## config.mk

```make
export PLATFORM = sky130hd
export DESIGN_NAME = fifo_queue_with_value_purge
export DESIGN_NICKNAME = d
export VERILOG_FILES = /design/src/rtl/fqvp_pkg.sv /design/src/rtl/fqvp_ram.sv /design/src/rtl/fqvp_seq.sv /design/src/rtl/fifo_queue_with_value_purge.sv
export VERILOG_INCLUDE_DIRS = /design/src /design/src/rtl
export SDC_FILE = /design/constraint.sdc
export NUM_CORES = 1
export LEC_CHECK = 0
export ABC_CLOCK_PERIOD_IN_PS = 4700
export BUFFER_PORTS_ARGS = -buffer_cell sky130_fd_sc_hd__buf_4
export CAP_MARGIN = 0
export CORE_ASPECT_RATIO = 0.8
export CORE_UTILIZATION = 50
export CTS_CLUSTER_SIZE = 8
export DETAILED_ROUTE_END_ITERATION = 6
export PLACE_DENSITY = 0.66
export SYNTH_ARGS = -nofsm -noshare
export SYNTH_HDL_FRONTEND = slang
export SYNTH_SLANG_ARGS = --single-unit
export TNS_END_PERCENT = 20
```

## constraint.sdc

```tcl
create_clock -name clk -period 4.7 [get_ports clk]
set_input_delay 0.47 -clock clk [delete_from_list [all_inputs] [get_ports clk]]
set_output_delay 0.47 -clock clk [all_outputs]
set_load 0.01 [all_outputs]
```

## src/rtl/fifo_queue_with_value_purge_defines.svh

```systemverilog
// Assertion macros shared by the queue's RTL files.
// Depends on nothing; included by the files that carry assertions.
`ifndef FIFO_QUEUE_WITH_VALUE_PURGE_DEFINES_SVH
`define FIFO_QUEUE_WITH_VALUE_PURGE_DEFINES_SVH

// Same-cycle implication, switched off during reset.
`define FQVP_ASSERT_IMPL(lbl, clk, rst, ante, cons, msg) \
  lbl: assert property (@(posedge clk) disable iff (rst) (ante) |-> (cons)) \
    else $error(msg);

// Next-cycle implication, switched off during reset.
`define FQVP_ASSERT_NEXT(lbl, clk, rst, ante, cons, msg) \
  lbl: assert property (@(posedge clk) disable iff (rst) (ante) |=> (cons)) \
    else $error(msg);

`endif

```

## src/rtl/fqvp_pkg.sv

```systemverilog
// Shared types and constants for the value-purging queue.
// No dependencies; imported by the sequencer and the top level.
package fqvp_pkg;

  localparam int DEPTH     = 16;
  localparam int WORD_BITS = 32;
  localparam int IDX_BITS  = $clog2(DEPTH);
  localparam int CNT_BITS  = $clog2(DEPTH + 1);

  localparam logic [CNT_BITS-1:0] FULL_COUNT = CNT_BITS'(DEPTH);

  localparam logic [1:0] OP_PUSH  = 2'd0;
  localparam logic [1:0] OP_POP   = 2'd1;
  localparam logic [1:0] OP_CLEAR = 2'd2;
  localparam logic [1:0] OP_PURGE = 2'd3;

  localparam logic [1:0] ERR_OK    = 2'd0;
  localparam logic [1:0] ERR_EMPTY = 2'd1;
  localparam logic [1:0] ERR_FULL  = 2'd2;

  // Finished result handed from the sequencer to the output register.
  typedef struct packed {
    logic                        done;
    logic signed [WORD_BITS-1:0] word;
    logic [CNT_BITS-1:0]         count;
    logic [1:0]                  err;
  } res_t;

  // Ring store access for one cycle.
  typedef struct packed {
    logic                        we;
    logic [IDX_BITS-1:0]         waddr;
    logic signed [WORD_BITS-1:0] wdata;
    logic [IDX_BITS-1:0]         raddr;
  } ram_req_t;

endpackage

```

## src/rtl/fqvp_ram.sv

```systemverilog
// Generic single-write, single-read RAM with a registered read port.
// No dependencies.
module fqvp_ram #(
  parameter int WIDTH = 32,
  parameter int DEPTH = 16
) (
  input  logic                     clk,
  input  logic                     we,
  input  logic [$clog2(DEPTH)-1:0] waddr,
  input  logic [WIDTH-1:0]         wdata,
  input  logic [$clog2(DEPTH)-1:0] raddr,
  output logic [WIDTH-1:0]         rdata
);

  logic [WIDTH-1:0] mem [DEPTH];

  always_ff @(posedge clk) begin
    if (we) begin
      mem[waddr] <= wdata;
    end
    rdata <= mem[raddr];
  end

endmodule

```

## src/rtl/fqvp_seq.sv

```systemverilog
// Queue sequencer: head and count registers, head cache and the purge walk.
// Depends on fqvp_pkg and the assertion macros; drives the ring store RAM.
`include "fifo_queue_with_value_purge_defines.svh"

module fqvp_seq (
  input  logic                                  clk,
  input  logic                                  rst,
  input  logic                                  in_valid,
  output logic                                  in_ready,
  input  logic [1:0]                            operation,
  input  logic signed [fqvp_pkg::WORD_BITS-1:0] value,
  input  logic                                  out_free,
  input  logic signed [fqvp_pkg::WORD_BITS-1:0] rd_data,
  output fqvp_pkg::ram_req_t                    ram_req,
  output fqvp_pkg::res_t                        res
);
  import fqvp_pkg::*;

  localparam logic [1:0] S_IDLE = 2'd0;
  localparam logic [1:0] S_POP  = 2'd1;
  localparam logic [1:0] S_WALK = 2'd2;
  localparam logic [1:0] S_FIN  = 2'd3;

  logic [1:0]                  state, state_next;
  logic [IDX_BITS-1:0]         head_index, head_index_next;
  logic [CNT_BITS-1:0]         held_count, held_count_next;
  logic signed [WORD_BITS-1:0] head_word, head_word_next;
  logic signed [WORD_BITS-1:0] res_word, res_word_next;
  logic signed [WORD_BITS-1:0] victim, victim_next;
  logic [CNT_BITS-1:0]         rd_k, rd_k_next;
  logic [CNT_BITS-1:0]         cmp_k, cmp_k_next;
  logic [CNT_BITS-1:0]         kept, kept_next;
  logic                        in_fire;
  logic                        match;

  assign in_ready = (state == S_IDLE) && out_free;
  assign in_fire  = in_valid && in_ready;
  // The one compare unit, reused for every entry the purge walk reads.
  assign match    = (rd_data == victim);

  always_comb begin
    state_next      = state;
    head_index_next = head_index;
    held_count_next = held_count;
    head_word_next  = head_word;
    res_word_next   = res_word;
    victim_next     = victim;
    rd_k_next       = rd_k;
    cmp_k_next      = cmp_k;
    kept_next       = kept;
    ram_req.we      = 1'b0;
    ram_req.waddr   = head_index + held_count[IDX_BITS-1:0];
    ram_req.wdata   = value;
    ram_req.raddr   = head_index + IDX_BITS'(1);
    res.done        = 1'b0;
    res.word        = '0;
    res.err         = ERR_OK;

    unique case (state)
      S_IDLE: begin
        if (in_fire) begin
          unique case (operation)
            OP_PUSH: begin
              res.done = 1'b1;
              if (held_count == FULL_COUNT) begin
                res.err  = ERR_FULL;
                res.word = head_word;
              end else begin
                ram_req.we      = 1'b1;
                held_count_next = held_count + CNT_BITS'(1);
                if (held_count == '0) begin
                  head_word_next = value;
                  res.word       = value;
                end else begin
                  res.word = head_word;
                end
              end
            end
            OP_POP: begin
              if (held_count == '0) begin
                res.done = 1'b1;
                res.err  = ERR_EMPTY;
              end else if (held_count == CNT_BITS'(1)) begin
                res.done        = 1'b1;
                res.word        = head_word;
                held_count_next = '0;
                head_index_next = '0;
              end else begin
                // The new head has to come out of the RAM before the result.
                res_word_next   = head_word;
                held_count_next = held_count - CNT_BITS'(1);
                head_index_next = head_index + IDX_BITS'(1);
                state_next      = S_POP;
              end
            end
            OP_CLEAR: begin
              res.done        = 1'b1;
              held_count_next = '0;
              head_index_next = '0;
            end
            OP_PURGE: begin
              if (held_count == '0) begin
                res.done = 1'b1;
              end else begin
                victim_next   = value;
                ram_req.raddr = head_index;
                rd_k_next     = CNT_BITS'(1);
                cmp_k_next    = '0;
                kept_next     = '0;
                state_next    = S_WALK;
              end
            end
            default: begin
              res.done = 1'b0;
            end
          endcase
        end
      end
      S_POP: begin
        head_word_next = rd_data;
        state_next     = S_FIN;
      end
      S_WALK: begin
        // Survivors are written back at the kept offset, which never passes
        // the read offset, so no entry is overwritten before it is read.
        if (!match) begin
          ram_req.we    = 1'b1;
          ram_req.waddr = head_index + kept[IDX_BITS-1:0];
          ram_req.wdata = rd_data;
          kept_next     = kept + CNT_BITS'(1);
          if (kept == '0) begin
            head_word_next = rd_data;
          end
        end
        if (rd_k < held_count) begin
          ram_req.raddr = head_index + rd_k[IDX_BITS-1:0];
          rd_k_next     = rd_k + CNT_BITS'(1);
        end
        cmp_k_next = cmp_k + CNT_BITS'(1);
        if (cmp_k == held_count - CNT_BITS'(1)) begin
          held_count_next = kept_next;
          state_next      = S_FIN;
          if (kept_next == '0) begin
            head_index_next = '0;
            res_word_next   = '0;
          end else begin
            res_word_next = head_word_next;
          end
        end
      end
      S_FIN: begin
        if (out_free) begin
          res.done   = 1'b1;
          res.word   = res_word;
          state_next = S_IDLE;
        end
      end
      default: begin
        state_next = S_IDLE;
      end
    endcase

    res.count = held_count_next;
  end

  always_ff @(posedge clk) begin
    if (rst) begin
      state      <= S_IDLE;
      head_index <= '0;
      held_count <= '0;
      rd_k       <= '0;
      cmp_k      <= '0;
      kept       <= '0;
    end else begin
      state      <= state_next;
      head_index <= head_index_next;
      held_count <= held_count_next;
      rd_k       <= rd_k_next;
      cmp_k      <= cmp_k_next;
      kept       <= kept_next;
    end
  end

  always_ff @(posedge clk) begin
    head_word <= head_word_next;
    res_word  <= res_word_next;
    victim    <= victim_next;
  end

  `FQVP_ASSERT_IMPL(a_count_range, clk, rst, 1'b1, held_count <= FULL_COUNT,
    "entry count exceeds the store depth")
  `FQVP_ASSERT_IMPL(a_empty_head, clk, rst, held_count == '0, head_index == '0,
    "empty queue with a non-zero head index")
  `FQVP_ASSERT_IMPL(a_walk_kept, clk, rst, state == S_WALK, kept <= cmp_k,
    "purge kept more entries than it has compared")
  `FQVP_ASSERT_NEXT(a_pop_dec, clk, rst,
    in_fire && (operation == OP_POP) && (held_count != '0),
    held_count == ($past(held_count) - CNT_BITS'(1)),
    "pop on a non-empty queue did not drop the count by one")

endmodule

```

## src/rtl/fifo_queue_with_value_purge.sv

```systemverilog
// Bounded queue of signed words with push, pop, clear and purge-by-value.
// Depends on fqvp_pkg, fqvp_seq, fqvp_ram and the assertion macros.
// Push, clear, last-entry pop, empty purge, errors: one per cycle unless output stalls.
// Pop that leaves entries: S_POP reads the new head from the RAM, then S_FIN.
// Purge of a non-empty queue: S_WALK compares one entry per cycle, then S_FIN.
// Synchronous reset empties the queue; stored words are not cleared.
`include "fifo_queue_with_value_purge_defines.svh"

module fifo_queue_with_value_purge (
  input  logic                                  clk,
  input  logic                                  rst,
  input  logic                                  in_valid,
  output logic                                  in_ready,
  input  logic [1:0]                            operation,
  input  logic signed [fqvp_pkg::WORD_BITS-1:0] value,
  output logic                                  out_valid,
  input  logic                                  out_ready,
  output logic signed [fqvp_pkg::WORD_BITS-1:0] head_word,
  output logic [fqvp_pkg::CNT_BITS-1:0]         entry_count,
  output logic                                  is_empty,
  output logic [1:0]                            error_code
);
  import fqvp_pkg::*;

  ram_req_t                    ram_req;
  res_t                        res;
  logic signed [WORD_BITS-1:0] rd_data;
  logic                        out_free;

  assign out_free = !out_valid || out_ready;

  fqvp_seq u_seq (
    .clk       (clk),
    .rst       (rst),
    .in_valid  (in_valid),
    .in_ready  (in_ready),
    .operation (operation),
    .value     (value),
    .out_free  (out_free),
    .rd_data   (rd_data),
    .ram_req   (ram_req),
    .res       (res)
  );

  fqvp_ram #(
    .WIDTH (WORD_BITS),
    .DEPTH (DEPTH)
  ) u_ring (
    .clk   (clk),
    .we    (ram_req.we),
    .waddr (ram_req.waddr),
    .wdata (ram_req.wdata),
    .raddr (ram_req.raddr),
    .rdata (rd_data)
  );

  // Output register: holds one finished request until it is taken.
  always_ff @(posedge clk) begin
    if (rst) begin
      out_valid <= 1'b0;
    end else if (res.done) begin
      out_valid <= 1'b1;
    end else if (out_ready) begin
      out_valid <= 1'b0;
    end
  end

  always_ff @(posedge clk) begin
    if (res.done) begin
      head_word   <= res.word;
      entry_count <= res.count;
      is_empty    <= (res.count == '0);
      error_code  <= res.err;
    end
  end

  `FQVP_ASSERT_IMPL(a_no_overwrite, clk, rst, res.done, out_free,
    "result produced while the output register still holds one")
  `FQVP_ASSERT_IMPL(a_empty_flag, clk, rst, out_valid,
    is_empty == (entry_count == '0),
    "empty flag disagrees with the entry count")

endmodule
```

==> impl_metrics.ini <==
[status]
status = complete, no violations

[placed_design]
gp_congestion = 0.909
place_inst = 2602
place_hpwl_um = 43600
preCtsSetupSlack_ns = 0.746
portBuffers = 79
placed_area_mm2 = 0.0322

[cts]
postCtsSetupRepairBufs = 0
ctsHoldBuffers = 0
cts-resized-gates = 0
cts_buffers = 98
cts-root-buf = clkbuf_16
clk_pin_slew_ns = 0.05
cts_tree = done
cts_max_level = 3
insertion_delay_ns = 0.66
cts_sinks = 707
clk_path_buf_depth = 3

[worst_setup_path]
critical_path_depth = 9
path_cells = xor2_1 -> nor4_1 -> nand4_1 -> o21ai_4 -> buf_4 -> nor2_1 -> a41oi_1 -> nor2_4 -> buf_12
crit_family = simple AND/OR/NAND/NOR gates
critPathMaxFanout = 17
path_buf_inv = 2
crit_required_ns = 5.09
crit_path_start_kind = register
worstSetupEndpointType = register
max_stage_delay_ns = 0.82
reg2reg_depth = 9
cp_slowest_cell = a41oi_1
crit_type = reg -> reg
critical_path_arrival_ns = 4.32

[route]
detail-route-antenna-nets = 0
drt_pre_antenna_iters = 6
wl_per_cell_um = 26.5
via_per_inst = 6.18
drc_errors = 0
drtIter0Drc = 1805
wl_um = 73300
num_vias = 17101

[die]
core_mm2 = 0.0597
ios = 80
fp.dieW_um = 277
die_h_um = 222
start_util_pct = 50.6
row_count = 80
die-area_mm2 = 0.0614

[synthesis]
synth_flop_cell = edfxtp_1
synth_area_mm2 = 0.0302
ys_ff_latch = 707
syn_inst = 1777
synth-edff-count = 648
ys_seq_area_share_pct = 68.4
synth.net_count = 1849
yosysUniqueCellTypes = 68
synth-async-reset-ratio_pct = 0
yosys_warnings = 0
avgSynthCellArea_um2 = 17.0

[global_routing]
grt_usage_pct = 24.1
grt_max_degree = 77
grt-ovfl-total = 0
antenna_found_initial = 1
grt_first_pass_wirelength_um = 109000
grt_pass1_vias = 16700

[min_path]
hold_class = in -> reg
worstHoldPathCells = 1

[sta]
slew_viol_final = 0
fin_ws_ns = 0.771
fin_worst_skew_ns = 0.0285
finalSetupTns_ns = 0
fin_crit_sh_pct = 83.6
clock.fmax_mhz = 255
rsz0062_at_grt = false
worst_pin_slew_ns = 1.10
relSlewSlack_pct = 26.3
layout_min_cycle_time_ns = 3.93
finalSetupViolCount = 0
hold_viol = 0

[final_layout]
drive_above_1_share_pct = 25.3
nets = 1995
final_area_mm2 = 0.0350
stdcell_count = 2769
fill_cells = 4393
areaGrowthSynthToFinish_pct = 15.9
layout_commonest_cell = edfxtp_1
final_cell_mix = edfxtp_1, buf_4, a21oi_1

[job]
max-cap-violations = 0

[power]
power.density_mw_per_mm2 = 596
leakage_uw = 0.0119
ir_drop_mv = 0.313
## routing by layer
metal	track usage, %	up-vias	wire (µm)
met4	6.45	0	1530
met2	37.6	708	34600
met3	4.27	105	5350
met1	35.1	8859	31800
li1	-	7429	-
met5	0	-	0
## registers in the layout (all words and copies together), names as in the netlist
register,cells
u_ring.mem,512
head_word,32
u_ring.rdata,32
u_seq.head_word,32
u_seq.res_word,32
u_seq.victim,32
entry_count,5
u_seq.cmp_k,5
u_seq.held_count,5
u_seq.kept,5
u_seq.rd_k,5
u_seq.head_index,4
error_code,2
u_seq.state,2
is_empty,1
out_valid,1
## Yosys cell counts, types with 9 or more instances
library cell	number	share of area (%)
a221oi_1	32	0.93
nor3_1	40	0.66
mux4_2	111	8.3
nand2b_1	11	0.23
mux4_1	17	1.5
buf_2	26	0.43
inv_1	90	1.1
nand2_1	39	0.48
a22o_1	33	0.96
ha_1	31	1.3
clkbuf_1	53	0.66
nor4_1	9	0.19
xnor2_1	17	0.49
nor2_1	91	1.1
a22oi_1	38	0.94
dfxtp_1	59	3.9
a21oi_1	123	2.0
nand3_1	11	0.18
mux2_2	66	2.5
xor2_1	41	1.2
mux2i_1	33	1.1
edfxtp_1	648	64
o21ai_0	15	0.25
o221ai_2	31	1.5
## cell families after synthesis
kind of cell	share of synthesized area [%]
simple gates	3.72
xor+xnor	1.76
flops	68.4
buf+inv	3.16
compound gates	8.19
fa+ha+maj	1.48
mux	13.3
## where the power goes
part	switching, µW	leakage, µW	internal [µW]
Clock	2580	0.00135	3930
Sequential	541	0.00636	8100
Combinational	3250	0.00420	2450
Total	6360	0.0119	14500
## path summary, 6_finish.rpt
kind	startpoint	to	slack (ns)
max	u_ring.rdata[31]	u_ring.mem[9][9]	0.77
min	value[22]	u_seq.victim[22]	0.03
max reg2reg	u_ring.rdata[31]	u_ring.mem[9][9]	0.77
min reg2reg	u_seq.kept[4]	u_seq.kept[4]	0.51
## final cells by class
class	count	area [µm²]	area share (%)
antenna	1	2.50	0.00715
clock buffer	160	2730	7.79
clock inverter	6	113	0.322
inverter	90	338	0.965
multi-input combinational	879	8810	25.2
sequential	707	20600	59.0
tap	779	975	2.79
timing repair buffer	147	1390	3.98
## per-stage QoR
| step | hold WS (ns) | utilization, % | power [µW] |
|---|---|---|---|
| 4_1_cts | 0.000537 | 58.7 | 20900 |
| 3_3_place_gp | 0.484 | 53.9 | 14300 |
| 5_1_grt | 0.00866 | 58.7 | 21700 |
| 2_1_floorplan | 0.470 | - | 12800 |
| 3_5_place_dp | 0.498 | 53.9 | 14400 |
| 6_report | 0.0335 | 58.7 | 20800 |
No activity file was read; power rests on OpenSTA's default activity.
